<file path="config.mk">
export PLATFORM = sky130hd
export DESIGN_NAME = srr_controller
export DESIGN_NICKNAME = d
export VERILOG_FILES = /design/src/rtl/core/srr_pkg.sv /design/src/rtl/core/srr_controller.sv
export SDC_FILE = /design/constraint.sdc
export NUM_CORES = 1
export LEC_CHECK = 0
export ABC_AREA = 1
export BUFFER_PORTS_ARGS = -buffer_cell sky130_fd_sc_hd__buf_2
export CAP_MARGIN = 5
export CORE_AREA = 2 2 39 41
export CTS_BUF_LIST = sky130_fd_sc_hd__clkbuf_8
export DETAILED_ROUTE_END_ITERATION = 12
export DIE_AREA = 0 0 41 43
export SYNTH_ARGS = -nofsm -noshare
export SYNTH_HDL_FRONTEND = slang
export SYNTH_SLANG_ARGS = --single-unit
</file>
<file path="constraint.sdc">
create_clock -name clock -period 1.9 [get_ports clock]
set_input_delay 0.19 -clock clock [delete_from_list [all_inputs] [get_ports clock]]
set_output_delay 0.19 -clock clock [all_outputs]
set_load 0.02 [all_outputs]
</file>
<file path="src/rtl/core/srr_pkg.sv">
// Shared types, register indexes and constants for the serpentine row reorder block.
package srr_pkg;

   localparam int MAX_ROW_DEFAULT = 64;

   localparam int SAMPLE_W   = 64;
   localparam int CSR_IDX_W  = 2;
   localparam int CSR_DATA_W = 16;
   localparam int WIDTH_W    = 7;
   localparam int TOTAL_W    = 16;

   localparam logic [CSR_IDX_W-1:0] CSR_ROW_WIDTH     = 2'd0;
   localparam logic [CSR_IDX_W-1:0] CSR_VARIABLE_ROWS = 2'd1;
   localparam logic [CSR_IDX_W-1:0] CSR_ROW_TOTAL     = 2'd2;

   localparam logic [WIDTH_W-1:0] ROW_WIDTH_RESET = 7'd64;
   localparam logic [TOTAL_W-1:0] ROW_TOTAL_RESET = 16'd1;

   typedef enum logic [1:0] {
      ST_IDLE  = 2'b01,
      ST_BURST = 2'b10
   } state_type;

   typedef struct packed {
      logic accept;
      logic step;
   } cmd_type;

   typedef struct packed {
      logic odd_row;
      logic row_ends;
      logic pos_zero;
      logic ptr_zero;
   } status_type;

endpackage

</file>
<file path="src/rtl/core/srr_controller.sv">
// Controller: accepts items, sequences reversed bursts and owns the result valid flag.
module srr_controller (
   input  logic                 clock,
   input  logic                 reset,
   input  logic                 req_valid,
   output logic                 req_ready,
   output logic                 rsp_valid,
   input  logic                 rsp_ready,
   input  srr_pkg::status_type  status,
   output srr_pkg::cmd_type     cmd
);

   srr_pkg::state_type state_ff, state_in;
   logic               rsp_valid_ff, rsp_valid_in;
   logic               out_free;

   assign out_free   = !rsp_valid_ff || rsp_ready;
   assign req_ready  = (state_ff == srr_pkg::ST_IDLE) && out_free;
   assign cmd.accept = req_valid && req_ready;
   assign cmd.step   = (state_ff == srr_pkg::ST_BURST) && out_free;
   assign rsp_valid  = rsp_valid_ff;

   always_comb begin
      state_in     = state_ff;
      rsp_valid_in = rsp_valid_ff && !rsp_ready;
      case (state_ff)
         srr_pkg::ST_IDLE: begin
            if (cmd.accept) begin
               if (!status.odd_row || status.row_ends) begin
                  rsp_valid_in = 1'b1;
               end
               if (status.odd_row && status.row_ends && !status.pos_zero) begin
                  state_in = srr_pkg::ST_BURST;
               end
            end
         end
         srr_pkg::ST_BURST: begin
            if (cmd.step) begin
               rsp_valid_in = 1'b1;
               if (status.ptr_zero) begin
                  state_in = srr_pkg::ST_IDLE;
               end
            end
         end
         default: begin
            state_in = srr_pkg::ST_IDLE;
         end
      endcase
   end

   always_ff @(posedge clock) begin
      if (reset) begin
         state_ff     <= srr_pkg::ST_IDLE;
         rsp_valid_ff <= 1'b0;
      end else begin
         state_ff     <= state_in;
         rsp_valid_ff <= rsp_valid_in;
      end
   end

   a_burst_blocks_input: assert property (@(posedge clock) disable iff (reset)
      (state_ff == srr_pkg::ST_BURST) |-> !req_ready)
      else $error("input taken during a burst");

   a_burst_has_result: assert property (@(posedge clock) disable iff (reset)
      (state_ff == srr_pkg::ST_BURST) |-> rsp_valid_ff)
      else $error("burst without a pending result");

   a_burst_entry: assert property (@(posedge clock) disable iff (reset)
      (cmd.accept && status.odd_row && status.row_ends && !status.pos_zero)
      |=> (state_ff == srr_pkg::ST_BURST))
      else $error("odd row end did not start a burst");

   a_burst_exit: assert property (@(posedge clock) disable iff (reset)
      (cmd.step && status.ptr_zero) |=> (state_ff == srr_pkg::ST_IDLE))
      else $error("burst did not end after its last item");

endmodule

</file>
==> flow_summary.yaml <==
run:
  drv_cap: 0
grt:
  grt_use_total_pct: 7.82
  grt_pass1_vias: 274
  grt_overflow: 0
  antenna_found_initial: 0
  grt_max_degree: 5
  grt_pass1_wl_um: 897
timing:
  setup_viol_count_final: 0
  period_needed_ns: 1.34
  drv_slew: 0
  fin_skew_ns: 0.00134
  worst_hold_slack_ns: 0.242
  hold_viol: 0
  rsz0062_at_grt: "no"
  max_slew_margin_pct: 87.1
  period_share_pct: 70.7
  worstMarginPinSlew_ns: 0.193
  fin_setup_tns_ns: 0
  max_freq_mhz: 745
cts:
  cts_tree: "built"
  cts.repair.resized: 0
  clkLatencyLatePin_ns: 0.21
  cts_hold_buf: 0
  cts-root-buf: "clkbuf_8"
  htreeDepth: 1
  cts_buffers: 3
  cts_sinks: 3
  post_cts_buffers: 0
  path_clk_slew_ns: 0.03
  cts_max_path_buffers: 2
final_layout:
  area_growth_pct: 45.3
  final_cell_mix: "inv_1, buf_2, nand2_1, nand2_2"
  final_area_um2: 385
  drive_gt1_share_pct: 43.6
  post-route-util_pct: 27.8
  multi_input_area_um2: 164
  diodes: 0
  regArea_um2: 60.1
  nFillCells: 158
  final_nets: 67
power_and_ir_drop:
  power_leakage_nw: 0.229
  vdd_drop_max_mv: 0.315
  pwr_density_cell_nw_per_um2: 786
floorplan:
  io_pins: 12
  start_util_pct: 19.2
  fp.dieW_um: 41
  fp.dieH_um: 43
  core_area_um2: 1380
  std_cell_rows: 14
  die_area_um2: 1760
synthesis:
  yosysSeqAreaShare_pct: 22.6
  yosys_warnings: 0
  syn_area_um2: 265
  ys_types: 14
  ys_seq_elements: 3
  netlist_instances: 40
  synth_fp_nets: 51
  avgSynthCellArea_um2: 6.63
placed_design:
  gp_congestion: 0.630
  dp_hpwl_um: 449
  port_buffers: 11
  dpl_cell_area_um2: 340
detailed_routing:
  route.detailed.drc: 0
  drtIter0Drc: 5
  wl_um: 503
  wl_per_cell_um: 7.08
  drt_pre_antenna_iters: 2
  num_vias: 272
  final_antenna_net_count: 0
  avgViaCountPerCell: 3.83
setup_path:
  critPathMaxStageDelay_ns: 0.31
  cp.required_ns: 1.71
  cp-start-kind: "flip-flop"
  crit_fanout: 3
  cp-end-kind: "primary output"
  crit_top_cell: "inv_1"
  critical_path_arrival_ns: 1.15
  cp_slowest_cell: "dfxtp_1"
  critPathKind: "reg2out"
  cp_cell_sequence: "inv_1 > ha_1 > inv_1 > nor2_1 > buf_2"
worst_hold_path:
  hp-class: "in2reg"
run_status:
  status: "finished, final reports clean"
[critical path, delay by kind of cell, from the launching register on]
family,cells,cell delay [ns]
simple gates,1,0.09
buf+inv,3,0.33
flops,1,0.31
fa+ha+maj,1,0.21
[cell usage after synthesis]
library cell,count,share of area [%]
a21oi_2,1,3.3
nand3b_1,1,2.8
nand3_2,2,7.5
nor2_1,3,4.2
a21oi_1,1,1.9
o21ai_1,1,1.9
nor2_2,2,4.7
inv_2,1,1.4
inv_1,10,14
o21ai_0,1,1.9
ha_1,3,14
nand2_1,7,9.9
dfxtp_1,3,23
nand2_2,4,9.4
[kinds of logic after synthesis]
family | Yosys count | synth area share (%)
AND/OR/NAND/NOR | 19 | 38.7
AO/OA/AOI/OAI | 4 | 8.96
buffers and inverters | 11 | 15.6
adder cells (fa/ha/maj) | 3 | 14.2
flip-flops | 3 | 22.6
[flip-flops by register name, summed over array words and instances, names as in the netlist]
signal     flops
state_ff       2
rsp_valid      1
[report_power, final]
group	internal [mW]	total (mW)	switching (mW)
combinational	0.0222	0.0559	0.0337
sequential	0.0675	0.0705	0.00298
clock	0.137	0.177	0.0394
total	0.227	0.303	0.0760
[metal layers]
metal	global-route usage (%)	vias up	routed length, um	part of all wire, %
met3	3.14	0	35	7.0
met2	12.8	8	259	51
met4	6.00	0	0	0
met5	0	-	0	0
li1	-	147	-	-
met1	7.03	117	208	41
[path summary, 6_finish.rpt]
| path | start | to | slack (ns) | cells after the start |
|---|---|---|---|---|
| setup / recovery | state_ff[1] | req_ready | 0.56 | 5 |
| hold / removal | reset | rsp_valid | 0.24 | 4 |
| hold reg to reg | state_ff[0] | state_ff[0] | 0.47 | 2 |
| setup reg to reg | state_ff[1] | state_ff[0] | 0.80 | 7 |
[per-stage QoR]
stage | setup slack, ns | power, mW | cells
CTS | 0.540 | 0.310 | 71
global route | 0.444 | 0.327 | 71
floorplan | 0.769 | 0.109 | 40
detailed placement | 0.771 | 0.128 | 67
global placement | 0.798 | 0.128 | 67
finish | 0.557 | 0.303 | 71
[final cells by class]
type                    instances  area share [%]
inverters                      11            10.7
repair buffers                 11            14.3
flip-flops and latches          3            15.6
clock inverters                 1           0.974
multi-input cells              26            42.5
well taps                      16            5.19
clock buffers                   3            10.7
No activity file was read; power rests on OpenSTA's default activity.
