### src/rtl/core/srr_pkg.sv
// Shared types, register indexes and constants for the serpentine row reorder block.
package srr_pkg;

   localparam int MAX_ROW_DEFAULT = 64;

   localparam int SAMPLE_W   = 64;
   localparam int CSR_IDX_W  = 2;
   localparam int CSR_DATA_W = 16;
   localparam int WIDTH_W    = 7;
   localparam int TOTAL_W    = 16;

   localparam logic [CSR_IDX_W-1:0] CSR_ROW_WIDTH     = 2'd0;
   localparam logic [CSR_IDX_W-1:0] CSR_VARIABLE_ROWS = 2'd1;
   localparam logic [CSR_IDX_W-1:0] CSR_ROW_TOTAL     = 2'd2;

   localparam logic [WIDTH_W-1:0] ROW_WIDTH_RESET = 7'd64;
   localparam logic [TOTAL_W-1:0] ROW_TOTAL_RESET = 16'd1;

   typedef enum logic [1:0] {
      ST_IDLE  = 2'b01,
      ST_BURST = 2'b10
   } state_type;

   typedef struct packed {
      logic accept;
      logic step;
   } cmd_type;

   typedef struct packed {
      logic odd_row;
      logic row_ends;
      logic pos_zero;
      logic ptr_zero;
   } status_type;

endpackage

### src/rtl/core/srr_datapath.sv
// Datapath: configuration registers, row counters, odd-row buffer and result register.
module srr_datapath #(
   parameter int MaxRow = srr_pkg::MAX_ROW_DEFAULT
) (
   input  logic                            clock,
   input  logic                            reset,
   input  logic                            csr_we,
   input  logic [srr_pkg::CSR_IDX_W-1:0]   csr_index,
   input  logic [srr_pkg::CSR_DATA_W-1:0]  csr_wdata,
   input  logic [srr_pkg::SAMPLE_W-1:0]    req_sample_in,
   input  logic                            req_row_end_in,
   input  srr_pkg::cmd_type                cmd,
   output srr_pkg::status_type             status,
   output logic [srr_pkg::SAMPLE_W-1:0]    rsp_sample_out,
   output logic                            rsp_row_last,
   output logic                            rsp_burst_last
);

   localparam int AW = (MaxRow > 1) ? $clog2(MaxRow) : 1;

   logic [srr_pkg::WIDTH_W-1:0] row_width_ff;
   logic                        variable_rows_ff;
   logic [srr_pkg::TOTAL_W-1:0] row_total_ff;

   logic [AW-1:0]               pos_ff, pos_in;
   logic [AW-1:0]               ptr_ff, ptr_in;
   logic [srr_pkg::TOTAL_W-1:0] row_index_ff, row_index_in;

   logic [srr_pkg::SAMPLE_W-1:0] row_store [MaxRow];
   logic [srr_pkg::SAMPLE_W-1:0] rd_data_ff;
   logic [AW-1:0]                rd_addr;
   logic                         rd_en;

   logic [srr_pkg::SAMPLE_W-1:0] sample_ff, sample_in;
   logic                         row_last_ff, row_last_in;
   logic                         burst_last_ff, burst_last_in;

   logic [7:0]                   pos_plus;
   logic [7:0]                   width_eff;
   logic                         row_ends;
   logic [srr_pkg::TOTAL_W:0]    index_plus;
   logic [srr_pkg::TOTAL_W:0]    total_eff;

   always_comb begin
      pos_plus = 8'(pos_ff) + 8'd1;
      if (row_width_ff == '0) begin
         width_eff = 8'd1;
      end else if (8'(row_width_ff) > 8'(MaxRow)) begin
         width_eff = 8'(MaxRow);
      end else begin
         width_eff = 8'(row_width_ff);
      end
      if (variable_rows_ff) begin
         row_ends = req_row_end_in || (pos_plus >= 8'(MaxRow));
      end else begin
         row_ends = pos_plus >= width_eff;
      end
   end

   assign status.odd_row  = row_index_ff[0];
   assign status.row_ends = row_ends;
   assign status.pos_zero = (pos_ff == '0);
   assign status.ptr_zero = (ptr_ff == '0);

   always_comb begin
      total_eff  = (row_total_ff == '0) ? 17'd1 : {1'b0, row_total_ff};
      index_plus = {1'b0, row_index_ff} + 17'd1;
      pos_in       = pos_ff;
      row_index_in = row_index_ff;
      if (cmd.accept) begin
         if (row_ends) begin
            pos_in       = '0;
            row_index_in = (index_plus >= total_eff) ? '0 : index_plus[srr_pkg::TOTAL_W-1:0];
         end else begin
            pos_in = pos_ff + AW'(1);
         end
      end
   end

   always_comb begin
      rd_en   = 1'b0;
      rd_addr = ptr_ff - AW'(1);
      ptr_in  = ptr_ff;
      if (cmd.accept && row_index_ff[0] && row_ends && (pos_ff != '0)) begin
         rd_en   = 1'b1;
         rd_addr = pos_ff - AW'(1);
         ptr_in  = pos_ff - AW'(1);
      end else if (cmd.step && (ptr_ff != '0)) begin
         rd_en  = 1'b1;
         ptr_in = ptr_ff - AW'(1);
      end
   end

   always_comb begin
      sample_in     = sample_ff;
      row_last_in   = row_last_ff;
      burst_last_in = burst_last_ff;
      if (cmd.accept) begin
         sample_in = req_sample_in;
         if (row_index_ff[0]) begin
            row_last_in   = (pos_ff == '0);
            burst_last_in = (pos_ff == '0);
         end else begin
            row_last_in   = row_ends;
            burst_last_in = 1'b1;
         end
      end else if (cmd.step) begin
         sample_in     = rd_data_ff;
         row_last_in   = (ptr_ff == '0);
         burst_last_in = (ptr_ff == '0);
      end
   end

   always_ff @(posedge clock) begin
      if (reset) begin
         row_width_ff     <= srr_pkg::ROW_WIDTH_RESET;
         variable_rows_ff <= 1'b0;
         row_total_ff     <= srr_pkg::ROW_TOTAL_RESET;
         pos_ff           <= '0;
         row_index_ff     <= '0;
         ptr_ff           <= '0;
      end else begin
         if (csr_we) begin
            case (csr_index)
               srr_pkg::CSR_ROW_WIDTH: begin
                  row_width_ff <= csr_wdata[srr_pkg::WIDTH_W-1:0];
               end
               srr_pkg::CSR_VARIABLE_ROWS: begin
                  variable_rows_ff <= csr_wdata[0];
               end
               srr_pkg::CSR_ROW_TOTAL: begin
                  row_total_ff <= csr_wdata;
               end
               default: begin
               end
            endcase
         end
         pos_ff       <= pos_in;
         row_index_ff <= row_index_in;
         ptr_ff       <= ptr_in;
      end
   end

   always_ff @(posedge clock) begin
      if (cmd.accept && row_index_ff[0]) begin
         row_store[pos_ff] <= req_sample_in;
      end
      if (rd_en) begin
         rd_data_ff <= row_store[rd_addr];
      end
   end

   always_ff @(posedge clock) begin
      sample_ff     <= sample_in;
      row_last_ff   <= row_last_in;
      burst_last_ff <= burst_last_in;
   end

   assign rsp_sample_out = sample_ff;
   assign rsp_row_last   = row_last_ff;
   assign rsp_burst_last = burst_last_ff;

endmodule

### config.mk
export PLATFORM = sky130hd
export DESIGN_NAME = srr_datapath
export DESIGN_NICKNAME = d
export VERILOG_FILES = /design/src/rtl/core/srr_pkg.sv /design/src/rtl/core/srr_datapath.sv
export SDC_FILE = /design/constraint.sdc
export NUM_CORES = 2
export LEC_CHECK = 0
export BUFFER_PORTS_ARGS = -buffer_cell sky130_fd_sc_hd__buf_2
export CAP_MARGIN = 20
export CORE_ASPECT_RATIO = 0.7
export CORE_UTILIZATION = 30
export DETAILED_ROUTE_END_ITERATION = 10
export PLACE_DENSITY = 0.46
export SYNTH_ARGS = -nofsm -noshare
export SYNTH_HDL_FRONTEND = slang
export SYNTH_SLANG_ARGS = --single-unit
### constraint.sdc
create_clock -name clock -period 7.4 [get_ports clock]
set_clock_uncertainty 0.2 [all_clocks]
set_input_delay 0.37 -clock clock [delete_from_list [all_inputs] [get_ports clock]]
set_output_delay 0.37 -clock clock [all_outputs]
set_load 0.02 [all_outputs]
==> key figures <==
Timing
  • Final setup margin: 469.2 ps
  • Worst hold slack: around 17 ps
  • Tcrit/Tclk final: 93.66%
  • Final Hold Viols: 0
  • Max Slew Vio Count: 0
  • TNS Setup: 0 ps
  • Setup repair after global routing missed its margin: false
  • Max Fclk: 144.3 MHz
  • Worst-margin pin slew: 1190 ps
  • Slew Limit Headroom: 20.67%
  • Period minus WS final: 6931 ps
  • Setup-failing EPs final: 0

Finish
  • Area delta synth->final: 16.25%
  • Fin cells: 19,246
  • Post-route cell area: roughly 190,000 µm²
  • Layout cells sized above 1: between 10% and 20%
  • Nets@finish: approximately 12,000

Routing
  • Via/cell ratio: 5.426
  • Final routed DRC violation total: 0
  • Routed len/inst: 32.08 µm
  • DR pass1 iterations: 9
  • Vias: 104,438
  • Number of DRC markers in iteration 0: about 15,000
  • Final wirelength: 617,500 µm
  • ANT nets after route: 0

Power and ir drop
  • Clock power frac: between 20% and 30%
  • Cell-internal power: 47,940 µW
  • Part of the power in registers: 34.8%
  • Sw frac: 39.73%
  • Pwr Density: 415.4 nW/µm²
  • Peak VDD IR: 0.5884 mV
  • P_leak: 0.06427 µW
  • Comb pwr share: 38.5%
  • Sw power: 31,600 µW

Clock network
  • H-tree Lvls: 5
  • Clock transition at path regs: 60 ps
  • CTS tree: done
  • CTS root buf: clkbuf_16
  • Post-CTS Repair Setup Buffers: 0
  • Clock Tree Buf Depth: 4
  • Clk Latency, worst-skew pair: ~1100 ps
  • CTS resizes: 0
  • Total CTS buffers: 418
  • Num Clock Sinks: 4,278

Global route
  • GRT Util Overall: 21.45%
  • First-pass GRT wire length: 832,400 µm
  • Global route overflow: 0
  • Initial antenna violation count: between 50 and 60
  • Vias in the first global route: 96,942
  • Largest net degree at the start of global routing: 172

Synth
  • Async set or reset register ratio after synthesis: 0%
  • Mean Syn Cell Area: roughly 15 µm²
  • Post-synth cell types: 55
  • Synth cell count leaders: edfxtp_1 (4,226), nand2_1 (2,878), a21oi_1 (543)
  • Synth area leader: edfxtp_1
  • Syn Std Cell Area: 164,700 µm²
  • Post-synth EDFFs: 4,226
  • Most frequently used flop master after synthesis: edfxtp_1
  • YS warnings: 0
  • Yosys top cell area share: 77.05%
  • Mapped Nets: 11,293
  • Synthesized flop and latch total: approximately 4,300
  • Synth top area cells: edfxtp_1 (77%), nand2_1 (6.6%), mux2i_1 (3.2%)
  • Register area share after synthesis: ~78%
  • Synthesized instance count: 11,178
  • Cell with the most instances after synthesis: edfxtp_1

Worst setup path
  • Crit start category: flop
  • R2R Setup Slk: 470 ps
  • Crit path kind: flop to flop
  • Reg2reg start: pos_ff[2]
  • Req. time, crit path: 7930 ps
  • Crit. End Element: flop
  • Critical path launch point: pos_ff[2]
  • Max FO, Critical Path: 21
  • CP arrival: 7460 ps
  • R2R Path End: rd_data_ff[49]
  • Critical Path Sink: rd_data_ff[49]
  • R2R cell count: 21

Place
  • HPWL after detailed placement: 299,100 µm
  • Routability cong.: a little under 0.8
  • Placed cell area: 176,700 µm²
  • Port bufs: about 160
  • Pre-CTS setup slack: 690.6 ps
  • Inst Count DP: 18,319

Min path
  • Worst hold path class: input pin to flop

Floorplan
  • I/O pin count: 158
  • Die H: 621.9 µm
  • Die Area: 552,000 µm²
  • Initial Util: 30.14%
  • Row cnt: 227
  • Chip Width: 887.6 µm
  • Core area: 546,500 µm²

Status
  • Outcome: finished, final reports clean

Flow run
  • MaxCap Viol Count: 0
stage by stage:
stage	util (%)	power, µW
after floorplan	-	44360
after global placement	32.30	58480
after detailed placement	32.33	58540
after CTS	34.99	79670
after global routing	35.03	82300
final	35.04	79540
worst max-delay path, stage by stage (launching register included):
cell and delay (ps):
dfxtp_1 660, nand3_1 340, nor2_1 270, xor2_1 180, ha_1 270, a2111oi_0 450, o21a_1 210, o21a_1 330
o21ai_1 230, nand2_8 230, inv_8 80, ha_1 270, nor3b_1 180, xnor2_1 200, nand3_1 130, nand2_1 240
or4_4 580, buf_12 350, buf_4 290, a21oi_1 70, a31oi_1 520, nand4_1 160
layout by cell type (no fill, tap or decap), types with 6 or more instances in the layout:
cell	n
inv_6	14
clkbuf_16	424
xnor2_1	13
nor3_1	8
clkbuf_1	82
buf_12	147
mux2_2	65
inv_1	22
edfxtp_1	4226
nand2_1	2877
a22o_1	9
ha_1	27
a21oi_1	543
clkinv_1	103
a31oi_1	519
bufinv_16	29
diode_2	12
buf_4	230
dfxtp_1	52
xor2_1	12
clkinv_4	6
a32oi_1	511
nand2b_1	9
nand3_1	530
and3_1	264
nor2_1	37
o21ai_0	9
clkinvlp_4	14
dlygate4sd3_1	137
clkinv_2	79
nor2_4	64
mux2i_1	524
nand4_1	74
buf_2	156
clkinv_8	7
kinds of logic after synthesis:
kind of cell / synth area share (%)
flops: 77.68
simple gates: 9.926
compound gates: 6.549
buf+inv: 1.876
mux: 3.629
fa+ha+maj: 0.2051
xor+xnor: 0.1329
metal layers:
layer  vias up  share of wire, %  global-route usage [%]
met1     54848                44                   31.73
li1      43280                 -                       -
met5         -             0.021                       0
met2      5350                44                   32.50
met4        20               3.2                   6.031
met3       940               8.7                   3.606
worst min-delay path by stage:
stage                                 start           endpoint  depth (start not counted)
after global routing      req_sample_in[46]  row_store[57][46]                          2
final                     req_sample_in[46]  row_store[57][46]                          2
after CTS                      csr_index[1]   variable_rows_ff                          5
after floorplan             row_total_ff[0]    row_total_ff[0]                          2
after global placement     row_total_ff[13]   row_total_ff[13]                          2
after detailed placement   row_total_ff[10]   row_total_ff[10]                          2
layout make-up:
cell class | instances | area (µm²)
well taps | 7328 | 9169
fillers | 51985 | 355000
multi-input cells | 6167 | 34250
flip-flops and latches | 4278 | 127900
inverters | 23 | 93.84
clock buffers | 506 | 10920
clock inverters | 260 | 2223
repair buffers | 672 | 6848
diodes | 12 | 30.03
sequential cells by signal, summed over array words and instances (netlist names), 6 cells and up:
name            cells
row_width_ff        7
rd_data_ff         64
rsp_sample_out     64
row_index_ff       16
row_store        4096
ptr_ff              6
pos_ff              6
row_total_ff       16
repair_timing:
| item | in CTS | in global routing |
|---|---|---|
| endpoints found under the setup margin | 0 | 0 |
| hold endpoints to repair | 4170 | 0 |
| hold buffers | 137 | 0 |
power groups by stage:
| stage | Clock, µW | Combinational [µW] | Sequential, µW |
|---|---|---|---|
| finish | 21200 | 30600 | 27700 |
| global route | 22400 | 32200 | 27700 |
| CTS | 21500 | 30400 | 27700 |
| detailed placement | 0 | 30300 | 28200 |
| global placement | 0 | 30200 | 28300 |
| floorplan | 0 | 16100 | 28200 |
Power figures use the tool's default switching activity.
